<file path="src/pmes_pkg.sv">
`timescale 1ns / 1ps

package pmes_pkg;

    localparam int MAX_DIM     = 64;
    localparam int STORE_DEPTH = 16384;

    localparam int WORD_W     = 64;
    localparam int IDX_W      = 6;
    localparam int CNT_W      = 7;
    localparam int DIAG_W     = 6;
    localparam int KIND_W     = 3;
    localparam int STATUS_W   = 2;
    localparam int CFG_IDX_W  = 3;
    localparam int CFG_DATA_W = 7;

    // Band stride 2*kl+ku+1 and the in-column offset kl+ku+r-c.
    localparam int STRIDE_W = DIAG_W + 2;
    localparam int OFF_W    = DIAG_W + 2;
    localparam int PROD_W   = IDX_W + STRIDE_W;
    localparam int SLOT_W   = PROD_W + 1;
    localparam int ADDR_W   = $clog2(STORE_DEPTH);

    typedef enum logic [KIND_W-1:0] {
        KIND_VECTOR    = 3'd0,
        KIND_GENERAL   = 3'd1,
        KIND_SYMMETRIC = 3'd2,
        KIND_DIAGONAL  = 3'd3,
        KIND_UPPER     = 3'd4,
        KIND_LOWER     = 3'd5,
        KIND_BANDED    = 3'd6
    } t_kind;

    typedef enum logic [STATUS_W-1:0] {
        ST_OK      = 2'd0,
        ST_PREC    = 2'd1,
        ST_RANGE   = 2'd2,
        ST_PATTERN = 2'd3
    } t_status;

    typedef enum logic [CFG_IDX_W-1:0] {
        CFG_KIND    = 3'd0,
        CFG_COMPLEX = 3'd1,
        CFG_ROWS    = 3'd2,
        CFG_COLS    = 3'd3,
        CFG_SUB     = 3'd4,
        CFG_SUPER   = 3'd5
    } t_cfg_reg;

    typedef struct packed {
        logic [KIND_W-1:0] matrix_kind;
        logic              is_complex;
        logic [CNT_W-1:0]  row_count;
        logic [CNT_W-1:0]  col_count;
        logic [DIAG_W-1:0] sub_diag_count;
        logic [DIAG_W-1:0] super_diag_count;
    } t_cfg;

    typedef struct packed {
        logic              valid;
        logic              mode;
        logic              want;
        t_status           status;
        logic [PROD_W-1:0] prod;
        logic [OFF_W-1:0]  off;
        logic [WORD_W-1:0] write_real;
        logic [WORD_W-1:0] write_imag;
    } t_stage;

    typedef struct packed {
        logic              valid;
        logic              mode;
        logic              want;
        t_status           status;
        logic [WORD_W-1:0] rd_real;
        logic [WORD_W-1:0] rd_imag;
    } t_result;

endpackage

</file>
<file path="src/pmes_index.sv">
`timescale 1ns / 1ps

module pmes_index (
    input  logic                        i_clk,
    input  logic                        i_rst_n,
    input  logic                        i_accept,
    input  logic                        i_mode,
    input  logic                        i_want_complex,
    input  logic [pmes_pkg::IDX_W-1:0]  i_row_index,
    input  logic [pmes_pkg::IDX_W-1:0]  i_col_index,
    input  logic [pmes_pkg::WORD_W-1:0] i_write_real,
    input  logic [pmes_pkg::WORD_W-1:0] i_write_imag,
    input  pmes_pkg::t_cfg              i_cfg,
    output pmes_pkg::t_stage            o_stage
);

    logic                        r_valid;
    logic                        r_mode;
    logic                        r_want;
    logic [pmes_pkg::IDX_W-1:0]  r_row;
    logic [pmes_pkg::IDX_W-1:0]  r_col;
    logic [pmes_pkg::WORD_W-1:0] r_wr;
    logic [pmes_pkg::WORD_W-1:0] r_wi;
    pmes_pkg::t_stage            r_stage;
    pmes_pkg::t_stage            n_stage;

    logic [pmes_pkg::CNT_W-1:0]    row_ext;
    logic [pmes_pkg::CNT_W-1:0]    col_ext;
    logic [pmes_pkg::CNT_W-1:0]    c_plus_kl;
    logic [pmes_pkg::CNT_W-1:0]    r_plus_ku;
    logic [pmes_pkg::IDX_W-1:0]    lo;
    logic [pmes_pkg::IDX_W-1:0]    hi;
    logic [pmes_pkg::STRIDE_W-1:0] stride;
    logic [pmes_pkg::OFF_W:0]      band_off;
    logic [pmes_pkg::IDX_W-1:0]    op_a;
    logic [pmes_pkg::STRIDE_W-1:0] op_b;
    logic [pmes_pkg::PROD_W-1:0]   prod;
    logic                          halve;
    logic [pmes_pkg::OFF_W-1:0]    off;
    logic                          range_bad;
    logic                          pattern_bad;

    always_ff @(posedge i_clk) begin
        if (!i_rst_n) begin
            r_valid       <= 1'b0;
            r_stage.valid <= 1'b0;
        end else begin
            r_valid       <= i_accept;
            r_stage.valid <= n_stage.valid;
        end
    end

    always_ff @(posedge i_clk) begin
        if (i_accept) begin
            r_mode <= i_mode;
            r_want <= i_want_complex;
            r_row  <= i_row_index;
            r_col  <= i_col_index;
            r_wr   <= i_write_real;
            r_wi   <= i_write_imag;
        end
        r_stage.mode       <= n_stage.mode;
        r_stage.want       <= n_stage.want;
        r_stage.status     <= n_stage.status;
        r_stage.prod       <= n_stage.prod;
        r_stage.off        <= n_stage.off;
        r_stage.write_real <= n_stage.write_real;
        r_stage.write_imag <= n_stage.write_imag;
    end

    always_comb begin
        row_ext   = pmes_pkg::CNT_W'(r_row);
        col_ext   = pmes_pkg::CNT_W'(r_col);
        c_plus_kl = col_ext + pmes_pkg::CNT_W'(i_cfg.sub_diag_count);
        r_plus_ku = row_ext + pmes_pkg::CNT_W'(i_cfg.super_diag_count);
        lo        = (r_row < r_col) ? r_row : r_col;
        hi        = (r_row < r_col) ? r_col : r_row;
        stride    = pmes_pkg::STRIDE_W'({i_cfg.sub_diag_count, 1'b0})
                  + pmes_pkg::STRIDE_W'(i_cfg.super_diag_count)
                  + pmes_pkg::STRIDE_W'(1);
        band_off  = (pmes_pkg::OFF_W+1)'(i_cfg.sub_diag_count)
                  + (pmes_pkg::OFF_W+1)'(i_cfg.super_diag_count)
                  + (pmes_pkg::OFF_W+1)'(r_row)
                  - (pmes_pkg::OFF_W+1)'(r_col);

        op_a        = '0;
        op_b        = '0;
        halve       = 1'b0;
        off         = '0;
        pattern_bad = 1'b0;
        unique case (i_cfg.matrix_kind)
            pmes_pkg::KIND_VECTOR: begin
                off = pmes_pkg::OFF_W'(row_ext + col_ext);
            end
            pmes_pkg::KIND_GENERAL: begin
                op_a = r_col;
                op_b = pmes_pkg::STRIDE_W'(i_cfg.row_count);
                off  = pmes_pkg::OFF_W'(r_row);
            end
            pmes_pkg::KIND_SYMMETRIC: begin
                op_a  = hi;
                op_b  = pmes_pkg::STRIDE_W'(hi) + pmes_pkg::STRIDE_W'(1);
                halve = 1'b1;
                off   = pmes_pkg::OFF_W'(lo);
            end
            pmes_pkg::KIND_DIAGONAL: begin
                off         = pmes_pkg::OFF_W'(r_row);
                pattern_bad = (r_row != r_col);
            end
            pmes_pkg::KIND_UPPER, pmes_pkg::KIND_LOWER, pmes_pkg::KIND_BANDED: begin
                op_a        = r_col;
                op_b        = stride;
                off         = band_off[pmes_pkg::OFF_W-1:0];
                pattern_bad = (row_ext > c_plus_kl) || (col_ext > r_plus_ku);
            end
            default: begin
                pattern_bad = 1'b1;
            end
        endcase

        prod = pmes_pkg::PROD_W'(op_a) * pmes_pkg::PROD_W'(op_b);

        range_bad = (row_ext >= i_cfg.row_count) || (col_ext >= i_cfg.col_count)
                 || (32'(r_row) >= 32'(pmes_pkg::MAX_DIM))
                 || (32'(r_col) >= 32'(pmes_pkg::MAX_DIM));

        n_stage.valid      = r_valid;
        n_stage.mode       = r_mode;
        n_stage.want       = r_want;
        n_stage.prod       = halve ? (prod >> 1) : prod;
        n_stage.off        = off;
        n_stage.write_real = r_wr;
        n_stage.write_imag = r_wi;
        priority if (r_want != i_cfg.is_complex) begin
            n_stage.status = pmes_pkg::ST_PREC;
        end else if (range_bad) begin
            n_stage.status = pmes_pkg::ST_RANGE;
        end else if (pattern_bad) begin
            n_stage.status = pmes_pkg::ST_PATTERN;
        end else begin
            n_stage.status = pmes_pkg::ST_OK;
        end
    end

    assign o_stage = r_stage;

endmodule

</file>
<file path="config.mk">
export PLATFORM = sky130hd
export DESIGN_NAME = pmes_index
export DESIGN_NICKNAME = d
export VERILOG_FILES = /design/src/pmes_pkg.sv /design/src/pmes_index.sv
export SDC_FILE = /design/constraint.sdc
export NUM_CORES = 1
export LEC_CHECK = 0
export ABC_AREA = 1
export BUFFER_PORTS_ARGS = -buffer_cell sky130_fd_sc_hd__buf_2
export CAP_MARGIN = 20
export CORE_MARGIN = 3
export CORE_UTILIZATION = 56
export DETAILED_ROUTE_END_ITERATION = 10
export PLACE_DENSITY = 0.9
export RECOVER_POWER = 50
export SLEW_MARGIN = 5
export SYNTH_ARGS = -nofsm -noshare
export SYNTH_HDL_FRONTEND = slang
export SYNTH_SLANG_ARGS = --single-unit
export TNS_END_PERCENT = 10
</file>
<file path="constraint.sdc">
create_clock -name i_clk -period 11 [get_ports i_clk]
set_clock_uncertainty 0.05 [all_clocks]
set_input_delay 2.2 -clock i_clk [delete_from_list [all_inputs] [get_ports i_clk]]
set_output_delay 2.2 -clock i_clk [all_outputs]
set_load 0.02 [all_outputs]
</file>
==> results.md, run 1 <==
- Status: finished, violations left
- Failing checks: max-capacitance violations, max-slew violations
- Port buffer count: 329
- Startpoint types: input port
- DP Wirelength: 23000 microns
- Root buffer cell: clkbuf_16
- Synth Cell Area: 0.0119 sq mm
- Flops & latches, synth: 298
- Tightest Pin Transition: 3.27 ns
- DRT antenna net count: 0
- GRT Resource Usage Total: 26.1%
- Vias in the first global route: 8680
- # DRC: 0
- Logic pwr share: 20.4%
- Layout cells sized above 1: 30.1%
- Slew headroom: -118%
- Final Hold Viols: 0
- Final wirelength: 30700 microns
- Cell count after synthesis: 964
- Global-route wire length before repair: 45700 microns
- Crit-path max cell delay: 0.54 ns
- RSZ-0062 raised after global routing: no
- Setup WS post-layout: 4.17 ns
- CTS Buf Count: 28
- Switching fraction of total power: 28.6%
- Highest ir drop seen on vdd: 0.192 mV
- Layout area overhead: 24.2%
- Post-layout nets: 1617
- Post-Place Setup Slack: 3.81 ns
- Initial Util: 57.8%
- Clock network power share: 33.3%
- Cells resized by post-CTS repair: 0
- Row count: 52
- CTS max path bufs: 3
- Top cells by area, synth: edfxtp_1, dfxtp_1, ha_1
- Slew Viols, Final: 59
- Starting DRT DRC Count: 620
- Endpoints failing setup: 0
- Syn nets: 1262
- Post-route cell area: 0.0148 sq mm
- Crit-path leading delay family: adder cells
- Switching power: 814 uW
- Worst endpoint data arrival time: 7.26 ns
- H-tree depth: 1
- Initial antenna violation count: 6
- Worst Setup End Kind: flop
- Core Region: 0.0206 sq mm
- Top-Level Pins: 330
- Router iterations before antenna repair: 5
- Synth top area share: 35.9%
- P_int: 2030 uW
- Post-synth top area cell: edfxtp_1
- Placed cell areas: 0.0139 sq mm
- Max Freq: 146 MHz
- Post-synth EDFFs: 142
- Full die area: 0.0230 sq mm
- Worst Path Required: 11.43 ns
- Syn Area/Cell: 12.3 sq um
- Kind of critical path: in -> reg
- Wire length per cell: 19.1 microns
- Sequential Power Share: 46.3%
- Synth warn: 0
- Fin crit share: 62.1%
- Main synth FF type: dfxtp_1
- Worst skew pair latency: 0.56 ns
- Tmin final: 6.83 ns
- Max Cap Viol: 1
- Largest net degree at the start of global routing: 87
- Vias per cell: 5.25
- CTS tree: built
- Setup TNS: 0 ns
- Hold Crit Class: reg -> reg
- Height of the chip: 152 microns
- Crit path top cell by count: nor2_1
- Hold Buf Count CTS: 0
- Global route total overflow: 0
- Asr flop ratio synth: 0%
- CP Cell Sequence: buf_2 -> nor2_1 -> nand2_1 -> buf_4 -> inv_1 -> nand3_1 -> o21ai_0 -> inv_1 -> nor2_1 -> fa_1 -> fa_1 -> inv_1 -> fa_1 -> inv_1 -> ha_1 -> a21oi_1 -> o21ai_0 -> nor2_1 -> nor2_1 -> nor2_1 -> xor2_1 -> nand2_1 -> nand2_1
- Sequential share of the synthesized area: 62.1%
- Clock Sinks: 298
- CP Max Fanout: 23
- Pleak: 0.00702 uW
- Reg clk slew, reported paths: 0.06 ns
- Netlist cell types: 43
- Chip Width: 152 microns
- Gpl congestion: 0.933
- Pwr per Cell Area: 192 mW/mm^2
- Critical path buffer and inverter count: 6
- Vias: 8462
- Critical path's slowest cell: fa_1
- Number of setup buffers added after CTS: 0
## power by group through the flow
| stage | sequential [uW] | clock [uW] | combinational [uW] |
|---|---|---|---|
| floorplan | 1410 | 0 | 300 |
| global placement | 1330 | 0 | 557 |
| detailed placement | 1340 | 0 | 572 |
| CTS | 1320 | 962 | 579 |
| global route | 1330 | 1000 | 644 |
| finish | 1320 | 946 | 579 |
## metal layers
metal	global-route usage (%)	wire, microns	part of all wire, %
met1	30.2	11100	36
met4	10.8	1360	4.4
met3	7.56	2530	8.2
met5	0	62	0.20
met2	45.6	15700	51
## sequential cells by signal, indices dropped and copies added, names as in the netlist
name     cells
r_wr        64
r_want       1
r_valid      1
o_stage    155
r_col        6
r_mode       1
r_row        6
r_wi        64
## worst register-to-register path, cell delays in order, from the launching register on
cell and delay [ns]:
edfxtp_1 0.72, inv_1 0.23, ha_1 0.37, nand2_1 0.08, nand2_1 0.08, nand2_4 0.14, nand3_4 0.28, nand2_1 0.14
nand2_1 0.13, o22ai_1 0.43, inv_1 0.22, a21oi_1 0.23, fa_1 0.48, fa_1 0.54, inv_1 0.05, fa_1 0.53
inv_1 0.04, ha_1 0.34, a21oi_1 0.24, o21ai_0 0.14, nor2_1 0.18, nor2_1 0.06, nor2_1 0.11, xor2_1 0.19
nand2_1 0.07, nand2_1 0.07
## cells by family after synthesis
| family | Yosys count | share of synthesized area, % |
|---|---|---|
| flip-flops | 298 | 62.1 |
| AND/OR/NAND/NOR | 264 | 10.4 |
| buffers and inverters | 148 | 4.83 |
| adder cells (fa/ha/maj) | 123 | 15.5 |
| AO/OA/AOI/OAI | 111 | 5.60 |
| XOR/XNOR | 19 | 1.40 |
| multiplexers | 1 | 0.0842 |
## per-stage QoR
stage	cells	hold slack, ns	power (uW)	utilization [%]
after detailed placement	1559	0.277	1910	67.4
after CTS	1610	0.291	2860	71.9
after floorplan	964	0.273	1710	-
after global placement	1559	0.273	1890	67.4
after global routing	1611	0.295	2970	71.8
final	1611	0.290	2840	71.8
## Yosys cell counts (10+ instances only)
cell type,n
a21oi_1,42
inv_1,138
nor2_1,40
nand2_1,133
nand3_1,30
edfxtp_1,142
dfxtp_1,156
ha_1,82
xor2_1,10
nand4_1,21
o21ai_0,34
fa_1,41
## final cells by class
type                       instances  area [sq um]
antenna                            1          2.50
clock buffer                      43           827
clock inverter                     8          98.8
fill                            1415          5790
inverter                         141           529
multi-input combinational        518          3930
sequential                       298          7390
tap                              270           338
timing repair buffer             332          1660
## final timing paths
check	startpoint	slack [ns]	depth (start not counted)	to
hold reg to reg	r_wi[61]	0.29	0	o_stage[61]
setup / recovery	i_cfg[29]	4.17	23	o_stage[147]
setup reg to reg	r_col[1]	4.76	25	o_stage[147]
hold / removal	r_wi[61]	0.29	0	o_stage[61]
## placed cells by master, fill, tap and decap left out, types with 5 or more instances in the layout
cell type,Yosys,routed
nand2_2,9,9
clkbuf_16,0,28
dfxtp_1,156,156
nand2_4,6,6
fa_1,41,41
ha_1,82,82
a21o_1,6,6
xnor2_1,9,9
edfxtp_1,142,142
buf_2,2,320
nand3_1,30,30
xor2_1,10,10
nand4_1,21,21
o211ai_1,5,5
a21oi_1,42,42
nand2_1,133,133
nor2_1,40,40
o21ai_0,34,34
clkbuf_1,4,17
nor3_1,7,7
clkbuf_8,0,7
inv_1,138,138
or2_2,7,7
(Power assumes the default switching activity.)
==> inputs of run 2 (changes only) <==
--- a/config.mk
+++ b/config.mk
@@ -9,9 +9,9 @@
 export BUFFER_PORTS_ARGS = -buffer_cell sky130_fd_sc_hd__buf_2
 export CAP_MARGIN = 20
 export CORE_MARGIN = 3
-export CORE_UTILIZATION = 56
+export CORE_UTILIZATION = 52
 export DETAILED_ROUTE_END_ITERATION = 10
-export PLACE_DENSITY = 0.9
+export PLACE_DENSITY = 0.84
 export RECOVER_POWER = 50
 export SLEW_MARGIN = 5
 export SYNTH_ARGS = -nofsm -noshare
==> constraint.sdc (replaced) <==
create_clock -name i_clk -period 6.9 [get_ports i_clk]
set_clock_uncertainty 0.05 [all_clocks]
set_input_delay 1.38 -clock i_clk [delete_from_list [all_inputs] [get_ports i_clk]]
set_output_delay 1.38 -clock i_clk [all_outputs]
set_load 0.02 [all_outputs]
==> results.md, run 2 (synthesis gave the netlist of run 1 again) <==
- Status: finished, violations left
- Failing checks: max-capacitance violations, max-slew violations
- Hold Buf Count CTS: 0 (unchanged)
- Port buffer count: 329 (unchanged)
- RSZ-0062 raised after global routing: no
- Root buffer cell: clkbuf_16
- Global-route wire length before repair: 47200 microns (+3.3%)
- Row count: 54 (+3.8%)
- Post-layout nets: 1630 (+0.80%)
- Top-Level Pins: 330 (unchanged)
- Reg clk slew, reported paths: 0.06 ns (about the same)
- Chip Width: 157 microns (+3.6%)
- Setup TNS: 0 ns (unchanged)
- Worst reg2reg path startpoint: r_col[5]
- Cells resized by post-CTS repair: 0 (unchanged)
- Highest ir drop seen on vdd: 0.341 mV (+78%)
- Worst Path Required: 7.25 ns (-4.18 ns)
- Slew Viols, Final: 90 (+53%)
- Hold Crit Class: reg -> reg
- CTS tree: built
- Most frequent cells in the layout: buf_2, dfxtp_1, edfxtp_1
- Commonest non-fill, non-tap cell in the layout: buf_2
- Vias: 8313 (-1.8%)
- Largest net degree at the start of global routing: 90 (+3.4%)
- H-tree depth: 1 (unchanged)
- Starting DRT DRC Count: 428 (-31%)
- CP Max Fanout: 23 (unchanged)
- Vias in the first global route: 8567 (-1.3%)
- DRT antenna net count: 0 (unchanged)
- Number of setup buffers added after CTS: 0 (unchanged)
- Max Freq: 170 MHz
- Vias per cell: 5.08 (-3.3%)
- Slew headroom: -219% (-100 points)
- Pwr per Cell Area: 312 mW/mm^2 (+62%)
- Tmin final: 5.88 ns
- # DRC: 0 (unchanged)
- Router iterations before antenna repair: 5 (unchanged)
- Tightest Pin Transition: 4.79 ns (+1.52 ns)
- DP Wirelength: 23800 microns (+3.4%)
- Core Region: 0.0222 sq mm (+7.8%)
- Kind of critical path: reg -> reg
- Wire length per cell: 19.1 microns (about the same)
- Pleak: 0.00712 uW (+1.4%)
- Worst Reg2Reg Path Length in Cells: 21 (-16%)
- Final Hold Viols: 0 (unchanged)
- Worst R2R End: o_stage[148]
- WHS Path Cells: 0 (unchanged)
- CTS max path bufs: 3 (unchanged)
- GRT Resource Usage Total: 24.8% (-1.4 points)
- Layout area overhead: 25.7%
- Worst Setup End Kind: flop
- Critical path origin: r_col[5]
- Worst endpoint data arrival time: 6.23 ns (-1.03 ns)
- Fin crit share: 85.2%
- Gpl congestion: 0.967 (+3.6%)
- FF-to-FF setup slack: 1.02 ns (-3.74 ns)
- Initial Util: 53.6% (-4.2 points)
- Initial antenna violation count: 4 (-2)
- Clock Sinks: 298 (unchanged)
- Endpoints failing setup: 0 (unchanged)
- Startpoint types: flop
- Setup WS post-layout: 1.02 ns (-3.15 ns)
- Filler cells: 1653 (+17%)
- Post-Place Setup Slack: 0.764 ns (-3.05 ns)
- Final wirelength: 31200 microns (+1.6%)
- Worst Hold Path EP: o_stage[82]
- Min-delay src: r_wr[18]
- CTS Buf Count: 29 (+3.6%)
- Largest register FFs: 155 (unchanged)
- Global route total overflow: 0 (unchanged)
- Layout cells sized above 1: 30.9% (+0.77 points)
- Max Cap Viol: 1 (unchanged)
- Worst skew pair latency: 0.54 ns (-0.02 ns)
- Height of the chip: 157 microns (+3.6%)
- Full die area: 0.0247 sq mm (+7.4%)
[run 2: layer usage]
layer	global-route usage, %	routed length [microns]	vias to the layer above
li1	-	-	3968
met1	30.2	11800	3928
met2	43.5	16000	344
met3	6.16	2380	65
met4	7.60	1030	8
met5	0	47	-
[run 2: through the flow]
stage | std cells | util, % | hold WS [ns] | area (sq um) | total power, uW
after floorplan | 964 | - | 0.273 | 11900 | 2720
after global placement | 1581 | 63.0 | 0.273 | 14000 | 3030
after detailed placement | 1581 | 63.0 | 0.277 | 14000 | 3060
after CTS | 1635 | 67.5 | 0.290 | 15000 | 4690
after global routing | 1635 | 67.4 | 0.294 | 14900 | 4890
final | 1636 | 67.4 | 0.289 | 14900 | 4660
[run 2: worst max-delay path: stages, from the launching register on]
cell,delay [ns]
edfxtp_1,0.53
inv_1,0.19
ha_1,0.41
a21oi_4,0.34
nand3_4,0.31
nand2_2,0.18
nand3_1,0.11
o21ai_0,0.25
inv_1,0.23
nor2_1,0.21
fa_1,0.46
fa_1,0.55
inv_1,0.06
fa_1,0.53
inv_1,0.04
ha_1,0.35
a21oi_1,0.23
nor3_1,0.07
a211oi_1,0.24
nand4_1,0.18
nand3_1,0.13
o21ai_0,0.09
[run 2: area by class of cell]
cell class / instances / area, sq um / share of cell area [%]
well taps: 280 / 350 / 2.34
flip-flops and latches: 298 / 7390 / 49.4
clock inverters: 16 / 204 / 1.36
clock buffers: 38 / 800 / 5.35
diodes: 1 / 2.50 / 0.0167
repair buffers: 344 / 1740 / 11.7
inverters: 141 / 529 / 3.54
multi-input cells: 518 / 3930 / 26.3
[run 2: worst max-delay path by stage]
stage	end	depth (start not counted)
floorplan	o_stage[148]	20
global placement	o_stage[148]	21
detailed placement	o_stage[148]	20
CTS	o_stage[147]	27
global route	o_stage[147]	27
finish	o_stage[148]	21
[run 2: power by group]
part           switching, uW  internal (uW)
Sequential              50.6           2030
Clock                    653            972
Combinational            610            339
